<file path="src/rtl/mrhs_pkg.sv">
// package for the memory range hazard scoreboard
// holds the kind codes, range and cell control types shared by the cells and the top level
`timescale 1ns / 1ps

package mrhs_pkg;

    localparam int DEFAULT_CAPACITY = 256;

    localparam int KIND_W = 2;
    localparam int ID_W   = 64;
    localparam int ADDR_W = 64;

    localparam logic [KIND_W-1:0] KIND_ADD   = 2'd0;
    localparam logic [KIND_W-1:0] KIND_CHECK = 2'd1;
    localparam logic [KIND_W-1:0] KIND_CLEAR = 2'd2;

    typedef struct packed {
        logic [ID_W-1:0]   buffer_id;
        logic [ADDR_W-1:0] range_begin;
        logic [ADDR_W-1:0] range_end;
        logic              is_write;
    } range_t;

    typedef struct packed {
        logic clear;  // zero the running conflict flag
        logic step;   // move the conflict flag one cell down the row
    } cell_ctrl_t;

endpackage

</file>
<file path="src/rtl/mrhs_cell.sv">
// one scoreboard cell: a stored range, its conflict test and one stage of the flag chain
// depends on mrhs_pkg
`timescale 1ns / 1ps

module mrhs_cell
    import mrhs_pkg::*;
(
    input  logic       clk,
    input  logic       rst_n,
    input  logic       load,
    input  range_t     entry_in,
    input  logic       active,
    input  range_t     query,
    input  cell_ctrl_t ctrl,
    input  logic       hit_in,
    output logic       hit_out
);

    range_t entry_reg;
    logic   hit_reg;
    logic   hit_next;
    logic   match;

    always_ff @(posedge clk)
    begin
        if (load)
        begin
            entry_reg <= entry_in;
        end
    end

    // inclusive end test kept as specified
    assign match = active
                && (query.buffer_id == entry_reg.buffer_id)
                && (query.is_write || entry_reg.is_write)
                && (query.range_begin < entry_reg.range_end)
                && (query.range_end >= entry_reg.range_begin);

    always_comb
    begin
        hit_next = hit_reg;
        if (ctrl.clear)
        begin
            hit_next = 1'b0;
        end
        else if (ctrl.step)
        begin
            hit_next = hit_in || match;
        end
    end

    always_ff @(posedge clk or negedge rst_n)
    begin
        if (!rst_n)
        begin
            hit_reg <= 1'b0;
        end
        else
        begin
            hit_reg <= hit_next;
        end
    end

    assign hit_out = hit_reg;

endmodule

</file>
<file path="config.mk">
export PLATFORM = sky130hd
export DESIGN_NAME = mrhs_cell
export DESIGN_NICKNAME = d
export VERILOG_FILES = /design/src/rtl/mrhs_pkg.sv /design/src/rtl/mrhs_cell.sv
export SDC_FILE = /design/constraint.sdc
export NUM_CORES = 1
export LEC_CHECK = 0
export BUFFER_PORTS_ARGS = -buffer_cell sky130_fd_sc_hd__buf_2
export CAP_MARGIN = 20
export CELL_PAD_IN_SITES_DETAIL_PLACEMENT = 1
export CELL_PAD_IN_SITES_GLOBAL_PLACEMENT = 2
export CORE_ASPECT_RATIO = 0.75
export CORE_MARGIN = 4
export CORE_UTILIZATION = 28
export DETAILED_ROUTE_END_ITERATION = 7
export PLACE_DENSITY_LB_ADDON = 0.05
export SETUP_SLACK_MARGIN = 0.05
export SLEW_MARGIN = 10
export SYNTH_ARGS = -nofsm -noshare
export SYNTH_HDL_FRONTEND = slang
export SYNTH_SLANG_ARGS = --single-unit
</file>
<file path="constraint.sdc">
create_clock -name clk -period 1.9 [get_ports clk]
set_input_delay 0.095 -clock clk [delete_from_list [all_inputs] [get_ports clk]]
set_output_delay 0.095 -clock clk [all_outputs]
set_load 0.05 [all_outputs]
</file>
==> impl_metrics.py, run 1 <==
metrics = {
    "grt": {
        "grt_pass1_vias": 9061,
        "grt_antenna_before_repair": 22,
        "grt_max_degree": 40,
        "gr-total-overflow": 0,
        "track_usage_pct": 17.2,
        "grt_pass1_wl_um": 49700,
    },
    "layout": {
        "area_delta_synth_final_pct": 56.9,
        "post_route_cells_drive_above_1_share_pct": 34.3,
        "final_area_um2": 15500,
        "area.sequential_um2": 5820,
        "largest_reg_flops": 193,
        "num-nets-final": 1928,
        "final_core_util_pct": 44.6,
        "layout_common_cells": "buf_2, dlygate4sd3_1, edfxtp_1, inv_1, ha_1",
        "fillers": 3814,
        "multi_input_area_um2": 3600,
        "final_common_cell": "buf_2",
    },
    "power": {
        "power_frac_clock_pct": 33.7,
        "seq_power_share_pct": 48.1,
        "combPwrFrac_pct": 18.3,
        "cell_internal_pwr_mw": 8.12,
        "power.density_nw_per_um2": 697,
        "ir_drop_v": 0.000416,
        "switchingPower_mw": 2.65,
        "power.leakage_nw": 7.21,
        "switching_share_pct": 24.6,
    },
    "drt": {
        "viasPerCell": 4.31,
        "postRouteAntennaNets": 0,
        "dr.pass1.iters": 7,
        "vias": 8116,
        "route.detailed.drc": 0,
        "drt_iter0_markers": 264,
        "wire_per_inst_um": 17.5,
        "wl_um": 32900,
    },
    "setup_path": {
        "critPathKind": "flop to flop",
        "path_max_fanout": 3,
        "cp.required_ns": 2.25,
        "r2r_cells": 9,
        "arrival_ns": 2.64,
        "endpoint_kind": "flop",
        "crit_path_start_kind": "flop",
    },
    "sta": {
        "hold_viol": 0,
        "fin_ws_ns": -0.382,
        "worst_pin_slew_ns": 0.592,
        "final_max_slew_viol_count": 0,
        "min_period_ns": 2.28,
        "fmax_mhz": 438,
        "finClkSkew_ns": 0.0166,
        "setup_viol": 1,
        "slew_headroom_pct": 60.0,
        "fin_crit_sh_pct": 120,
        "rsz0062_at_grt": "yes",
    },
    "run_status": {
        "status": "finished, violations left",
        "violations": "setup timing",
    },
    "yosys": {
        "avgSynthCellArea_um2": 13.1,
        "synth_edf_count": 193,
        "postSynth.asyncResetShare_pct": 0.515,
        "ys_warn_count": 0,
        "synth_fp_nets": 1270,
        "ys.flop_type": "edfxtp_1",
        "synth_area_um2": 9850,
        "yosysSeqAreaShare_pct": 59.1,
        "synth_cell_types": 48,
        "ys_seq_elements": 194,
        "synth_cells": 750,
    },
    "clock_tree": {
        "cts.htree.levels": 4,
        "clk_pin_slew_ns": 0.07,
        "cts_max_path_buffers": 2,
        "clk_latency_ns": 0.45,
        "root_buffer": "clkbuf_16",
        "cts_inserted_buffers": 17,
        "cts.sinks": 194,
        "post-cts-setup-buffers": 0,
        "cts_tree": "built",
    },
    "die": {
        "num_rows": 59,
        "start_util_pct": 28.4,
        "die_w_um": 225,
        "die_area_um2": 38300,
        "die_y_um": 170,
        "coreArea_um2": 34700,
        "ios": 394,
    },
    "placement": {
        "gp_congestion": 0.764,
        "dp_hpwl_um": 26900,
        "portBuffers": 393,
        "place_area_um2": 12800,
    },
    "min_path": {
        "hold_depth": 3,
        "hp-class": "input pin to flop",
    },
    "run": {
        "cap_viol_max_count": 0,
    },
}
critical path, stage by stage (launching register included):
cell	delay [ns]
edfxtp_1	0.36
inv_1	0.06
ha_1	0.25
a21oi_2	0.14
nand2_1	0.09
a21oi_2	0.15
or4b_4	0.50
a311oi_2	0.26
o2111ai_2	0.18
a211oi_2	0.20
worst paths after layout:
check	startpoint	slack, ns	endpoint
setup / recovery	entry_reg[47]	-0.38	hit_out
setup reg to reg	entry_reg[47]	-0.38	hit_out
hold reg to reg	entry_reg[146]	0.93	hit_out
hold / removal	hit_in	0.04	hit_out
min in group asynchronous	rst_n	0.51	hit_out
max in group asynchronous	rst_n	1.29	hit_out
cell type report:
type	instances	share of cell area, %
Tap cell	457	3.70
Antenna cell	7	0.113
Timing Repair Buffer	639	28.2
Inverter	143	3.47
Multi-Input combinational cell	413	23.3
Sequential cell	194	37.6
Clock buffer	17	2.75
Clock inverter	12	0.858
stage by stage:
| stage | worst slack (ns) | std cells | TNS, ns | total power, mW | hold slack (ns) |
|---|---|---|---|---|---|
| after floorplan | -0.115 | 750 | -0.115 | 5.99 | -0.201 |
| after global placement | -0.478 | 1649 | -0.478 | 6.86 | -0.127 |
| after detailed placement | -0.541 | 1649 | -0.541 | 6.89 | -0.127 |
| after CTS | -0.471 | 1875 | -0.471 | 10.9 | 0.00231 |
| after global routing | -0.548 | 1880 | -0.548 | 11.4 | 0.0215 |
| final | -0.382 | 1882 | -0.382 | 10.8 | 0.0398 |
power groups by stage:
stage               registers, mW  logic [mW]  clock network [mW]
floorplan                    5.26       0.724                   0
global placement             5.27        1.59                   0
detailed placement           5.28        1.61                   0
CTS                          5.18        1.98                3.78
global route                 5.21        2.25                3.96
finish                       5.18        1.97                3.63
routing by layer:
layer | vias up | track usage [%] | wire (um)
met5 | - | 0 | 197
met4 | 30 | 4.53 | 483
met3 | 59 | 6.00 | 2160
met2 | 191 | 28.8 | 15800
met1 | 3766 | 21.4 | 14200
li1 | 4070 | - | -
what timing repair did:
| action | in CTS | in global routing |
|---|---|---|
| endpoints found under the setup margin | 1 | 1 |
| gates cloned | 0 | 0 |
| hold buffers | 197 | 0 |
| endpoints found under the hold margin | 195 | 0 |
| gates resized for setup | 8 | 7 |
| pin swaps | 4 | 3 |
cell usage after synthesis (9+ instances only):
cell,count,share of area [%]
nand4_1,22,1.4
nor2_1,14,0.53
nor4_1,9,0.57
o21ai_0,22,1.1
ha_1,127,16
xor2_1,26,2.3
nand2_1,21,0.80
nand3_1,11,0.56
xnor2_1,18,1.6
nor2b_1,9,0.57
nand2b_1,11,0.70
and4_1,9,0.80
a21o_1,19,1.4
inv_1,143,5.4
a21oi_1,36,1.8
edfxtp_1,193,59
logic make-up after synthesis:
family                   after synthesis  share of synthesized area [%]
flip-flops                           194                           59.1
buffers and inverters                143                           5.45
adder cells (fa/ha/maj)              127                           16.1
AND/OR/NAND/NOR                      122                           7.06
AO/OA/AOI/OAI                        120                           8.39
XOR/XNOR                              44                           3.91
Note: power is estimated with default switching activity, not from simulation.
==> run 2: changes to the inputs <==
REMOVE_ABC_BUFFERS = 1   (was not set)
==> impl_metrics.py, run 2 (synthesis gave the netlist of run 1 again) <==
metrics = {
    "grt": {
        "grt_antenna_before_repair": 21,
        "use_met1_pct": 21.9,
        "met2_usage_pct": 29.0,
        "grt_max_degree": 41,
        "grt_pass1_vias": 9069,
        "grt.busiest_layer": "met2",
        "grt_pass1_wl_um": 50300,
        "track_usage_pct": 17.4,
        "gr-total-overflow": 0,
        "met3_usage_pct": 6.29,
    },
    "setup_path": {
        "r2r_slack_ns": -0.38,
        "r2r_end": "hit_out",
        "crit_path_start_kind": "flop",
        "crit_slowest_cell": "a221o_1",
        "cp.required_ns": 2.22,
        "cpPeakStageDelay_ns": 0.39,
        "critPathKind": "flop to flop",
        "endpoint_kind": "flop",
        "critPathTopFamily": "compound AO/OA/AOI/OAI gates",
        "path_cells": "inv_1 -> ha_1 -> a21o_1 -> a21oi_1 -> o211ai_1 -> a211o_1 -> a221o_1 -> a31oi_1 -> buf_4 -> a211oi_2",
        "r2r_cells": 10,
        "path_max_fanout": 2,
        "r2r_start": "entry_reg[98]",
        "path_buf_inv": 2,
        "arrival_ns": 2.60,
    },
    "sta": {
        "fmax_mhz": 439,
        "min_period_ns": 2.28,
        "finClkSkew_ns": 0.0137,
        "final_max_slew_viol_count": 0,
        "worst_pin_slew_ns": 0.516,
        "rsz0062_at_grt": "yes",
        "setup_viol": 1,
        "hold_viol": 0,
        "fin_ws_ns": -0.379,
        "slew_headroom_pct": 65.3,
        "fin_crit_sh_pct": 120,
    },
    "power": {
        "seq_power_share_pct": 48.0,
        "ir_drop_v": 0.000483,
        "finalPower_mw": 10.8,
        "power.density_nw_per_um2": 692,
        "power_frac_clock_pct": 33.5,
        "switching_share_pct": 26.3,
        "cell_internal_pwr_mw": 7.97,
        "switchingPower_mw": 2.84,
        "power.leakage_nw": 7.27,
        "combPwrFrac_pct": 18.6,
    },
    "die": {
        "num_rows": 59,
        "die_w_um": 225,
        "ios": 394,
        "coreArea_um2": 34700,
        "die_y_um": 170,
        "start_util_pct": 28.4,
        "die_area_um2": 38300,
    },
    "layout": {
        "layout_common_cells": "buf_2, dlygate4sd3_1, edfxtp_1, inv_1, ha_1",
        "num-nets-final": 1939,
        "post_route_cells_drive_above_1_share_pct": 35.4,
        "area_delta_synth_final_pct": 58.4,
        "final_common_cell": "buf_2",
        "fillers": 3858,
        "final_core_util_pct": 45.0,
        "largest_reg_flops": 193,
    },
    "min_path": {
        "hold_depth": 3,
        "worst_hold_startpoint": "hit_in",
        "hold_end": "hit_out",
        "hp-class": "input pin to flop",
    },
    "clock_tree": {
        "cts_max_path_buffers": 2,
        "cts.htree.levels": 4,
        "cts_inserted_buffers": 17,
        "clk_pin_slew_ns": 0.08,
        "post-cts-setup-buffers": 0,
        "clk_latency_ns": 0.45,
        "cts.sinks": 194,
        "cts_tree": "built",
        "root_buffer": "clkbuf_16",
    },
    "run": {
        "cap_viol_max_count": 0,
    },
    "drt": {
        "wire_per_inst_um": 17.7,
        "vias": 8218,
        "postRouteAntennaNets": 0,
        "route.detailed.drc": 0,
        "dr.pass1.iters": 4,
        "wl_um": 33600,
        "drt_iter0_markers": 276,
        "viasPerCell": 4.33,
    },
    "placement": {
        "gp_congestion": 0.791,
        "portBuffers": 393,
        "dp_hpwl_um": 27300,
    },
    "run_status": {
        "violations": "setup timing",
        "status": "finished, violations left",
    },
}
-- run 2: cell types whose count changed in the layout (fill, tap and decap cells not counted), sizes merged --
cell / delta
inv: +2
clkinv: +3
buf: +12
diode: +1
bufinv: -2
dlygate4sd3: -1
-- run 2: metal layers --
layer  share of wire (%)  wire (um)  up-vias
met5                0.52        173        -
met4                 1.2        393       26
met3                 6.4       2140       43
met2                  48      16000      198
met1                  44      14800     3854
li1                    -          -     4097
-- run 2: final cells by class --
| class | instances | area [um^2] | share of cell area (%) |
|---|---|---|---|
| well taps | 457 | 572 | 3.66 |
| inverters | 143 | 537 | 3.44 |
| diodes | 8 | 20.0 | 0.128 |
| multi-input cells | 413 | 3620 | 23.2 |
| flip-flops and latches | 194 | 5820 | 37.3 |
| repair buffers | 650 | 4460 | 28.6 |
| clock buffers | 17 | 425 | 2.73 |
| clock inverters | 15 | 150 | 0.962 |
-- run 2: stage by stage --
stage	hold WS, ns	setup slack, ns	cells	cell area (um^2)	TNS [ns]
6_report	0.0674	-0.379	1897	15600	-0.379
3_5_place_dp	-0.110	-0.667	1661	12900	-0.667
3_3_place_gp	-0.105	-0.660	1661	12900	-0.660
5_1_grt	0.0443	-0.556	1896	15600	-0.556
4_1_cts	0.0423	-0.407	1889	15600	-0.407
2_1_floorplan	-0.201	-0.222	750	9850	-0.222
-- run 2: power by group through the flow --
stage	sequential, mW	combinational [mW]	clock, mW
floorplan	5.26	0.724	0
global placement	5.27	1.62	0
detailed placement	5.28	1.65	0
CTS	5.19	2.04	3.77
global route	5.22	2.28	3.97
finish	5.18	2.01	3.62
-- run 2: how the worst max path moves through the flow --
stage | to | startpoint | depth (start not counted) | slack, ns
floorplan | hit_out | entry_reg[34] | 9 | -0.22
global placement | hit_out | entry_reg[165] | 7 | -0.66
detailed placement | hit_out | entry_reg[165] | 7 | -0.67
CTS | hit_out | entry_reg[157] | 8 | -0.41
global route | hit_out | entry_reg[40] | 11 | -0.56
finish | hit_out | entry_reg[98] | 10 | -0.38
-- run 2: tightest hold or removal path, delay by kind of cell --
family / cells / cell delay [ns]
AND/OR/NAND/NOR: 1 / 0.07
buffers and inverters: 1 / 0.08
AO/OA/AOI/OAI: 1 / 0.21
-- run 2: what timing repair did --
item / CTS / global route
resized for setup: 17 / 4
hold buffers: 196 / 0
hold endpoints to repair: 195 / 0
endpoints found under the setup margin: 1 / 1
pin swaps: 11 / 2
==> run 3: changes to the inputs <==
CORE_UTILIZATION = 31   (was 28)
clock period = 2.55 ns   (was 1.9 ns; I/O delays follow)
==> impl_metrics.py, run 3 (synthesis gave the netlist of run 1 again) <==
metrics = {
    "run_status": {
        "status": "finished clean",
    },
    "setup_path": {
        "crit_start": "entry_reg[46]",
        "cp_num_cells": 9,
        "cpPeakStageDelay_ns": 0.56,
        "arrival_ns": 2.72,
        "path_buf_inv": 2,
        "crit_path_start_kind": "flop",
        "path_max_fanout": 3,
        "crit_slowest_cell": "or4b_4",
        "critPathKind": "flop to flop",
        "critPathTopFamily": "simple AND/OR/NAND/NOR gates",
        "r2r_start": "entry_reg[46]",
        "r2r_cells": 9,
        "path_cells": "inv_1 -> ha_1 -> nand4_1 -> buf_4 -> a21oi_1 -> or4b_4 -> a311oi_2 -> o2111ai_2 -> a211oi_2",
        "endpoint_kind": "flop",
        "cp.required_ns": 2.90,
    },
    "drt": {
        "wl_um": 32000,
        "postRouteAntennaNets": 0,
        "viasPerCell": 4.42,
        "drt_iter0_markers": 280,
        "dr.pass1.iters": 7,
        "wire_per_inst_um": 17.9,
        "vias": 7931,
        "route.detailed.drc": 0,
    },
    "sta": {
        "worst_pin_slew_ns": 0.662,
        "rsz0062_at_grt": "no",
        "hold_viol": 0,
        "fin_setup_tns_ns": 0,
        "fmax_mhz": 422,
        "finClkSkew_ns": 0.0157,
        "setup_viol": 0,
        "slew_headroom_pct": 55.3,
        "final_max_slew_viol_count": 0,
        "fin_crit_sh_pct": 92.9,
        "min_period_ns": 2.37,
    },
    "layout": {
        "layout.cells.non_filler": 1794,
        "area_delta_synth_final_pct": 52.3,
        "layout_common_cells": "buf_2, dlygate4sd3_1, edfxtp_1, inv_1, ha_1",
        "final_common_cell": "buf_2",
        "post_route_cells_drive_above_1_share_pct": 32.1,
        "fillers": 3404,
        "multi_input_area_um2": 3550,
        "num-nets-final": 1887,
        "largest_reg_flops": 193,
        "area.sequential_um2": 5820,
    },
    "power": {
        "ir_drop_v": 0.000383,
        "power.leakage_nw": 6.99,
        "power.density_nw_per_um2": 520,
    },
    "min_path": {
        "hold_depth": 3,
        "hp-class": "input pin to flop",
        "worst_hold_startpoint": "ctrl[0]",
    },
    "clock_tree": {
        "clk_pin_slew_ns": 0.07,
        "cts_inserted_buffers": 17,
        "cts_tree": "built",
        "cts_max_path_buffers": 2,
        "clk_latency_ns": 0.45,
        "cts.sinks": 194,
        "root_buffer": "clkbuf_16",
        "cts.htree.levels": 4,
    },
    "placement": {
        "dp_hpwl_um": 25500,
        "gp_congestion": 0.796,
        "placed_cells": 1557,
        "portBuffers": 393,
    },
    "die": {
        "coreArea_um2": 31300,
        "die_area_um2": 34700,
        "die_y_um": 162,
        "ios": 394,
        "num_rows": 56,
        "start_util_pct": 31.5,
        "die_w_um": 214,
    },
    "run": {
        "cap_viol_max_count": 0,
    },
    "grt": {
        "grt_max_degree": 55,
        "track_usage_pct": 18.4,
        "gr-total-overflow": 0,
        "grt_pass1_wl_um": 48000,
        "grt_antenna_before_repair": 17,
        "grt_pass1_vias": 8844,
    },
}
==> run 3: changes by cell type in the layout (fill, tap and decap cells not counted), moves of 2 or more <==
cell | previous run | this run
buf_4 | 56 | 7
buf_12 | 5 | 2
clkinv_8 | 3 | 0
ha_1 | 124 | 127
ha_4 | 3 | 0
inv_8 | 3 | 0
nor4_1 | 4 | 7
clkinvlp_4 | 2 | 4
inv_1 | 141 | 143
inv_2 | 2 | 0
nor4_2 | 5 | 3
==> run 3: power breakdown <==
part           internal [mW]  switching [mW]  total (mW)
clock network           1.34            1.24        2.58
logic                  0.757           0.605        1.36
registers               3.79          0.0787        3.87
==> run 3: final cells by class <==
cell class,count,share of cell area (%)
Antenna cell,9,0.150
Clock buffer,18,2.86
Clock inverter,13,0.750
Inverter,143,3.58
Multi-Input combinational cell,413,23.6
Sequential cell,194,38.8
Tap cell,406,3.38
Timing Repair Buffer,598,26.9
==> run 3: through the flow <==
stage / area [um^2] / hold slack [ns] / utilization, % / setup slack, ns / power [mW]
3_3_place_gp: 12400 / -0.0959 / 39.7 / 0.0516 / 5.01
4_1_cts: 14900 / 0.0136 / 47.7 / 0.0808 / 7.93
5_1_grt: 15000 / 0.0370 / 47.9 / 0.0676 / 8.26
3_5_place_dp: 12400 / -0.0947 / 39.7 / 0.0235 / 5.04
6_report: 15000 / 0.0499 / 47.9 / 0.182 / 7.81
2_1_floorplan: 9850 / -0.168 / - / 0.428 / 4.46
==> run 3: worst register-to-register path: stages, from the launching register on <==
cell and delay (ns):
edfxtp_1 0.38, inv_1 0.07, ha_1 0.23, nand4_1 0.18, buf_4 0.15, a21oi_1 0.04
or4b_4 0.56, a311oi_2 0.30, o2111ai_2 0.18, a211oi_2 0.21
==> run 3: worst paths after layout <==
kind	slack [ns]	to
setup / recovery	0.18	hit_out
hold / removal	0.05	hit_out
setup reg to reg	0.18	hit_out
hold reg to reg	0.64	hit_out
max in group asynchronous	1.91	hit_out
min in group asynchronous	0.54	hit_out
==> run 3: repair_timing <==
item	4_1_cts	5_1_grt
hold buffers	196	0
endpoints found under the hold margin	195	0
buffers inserted	0	1
pin swaps	0	5
resized for setup	3	6
setup endpoints to repair	1	1
==> run 3: metal layers <==
| metal | share of wire, % | vias to the layer above | routed length [um] | global-route usage (%) |
|---|---|---|---|---|
| li1 | - | 3988 | - | - |
| met1 | 42 | 3659 | 13600 | 22.8 |
| met2 | 49 | 214 | 15600 | 30.8 |
| met3 | 7.2 | 48 | 2310 | 6.16 |
| met4 | 1.3 | 22 | 412 | 4.91 |
| met5 | 0.49 | - | 158 | 0 |
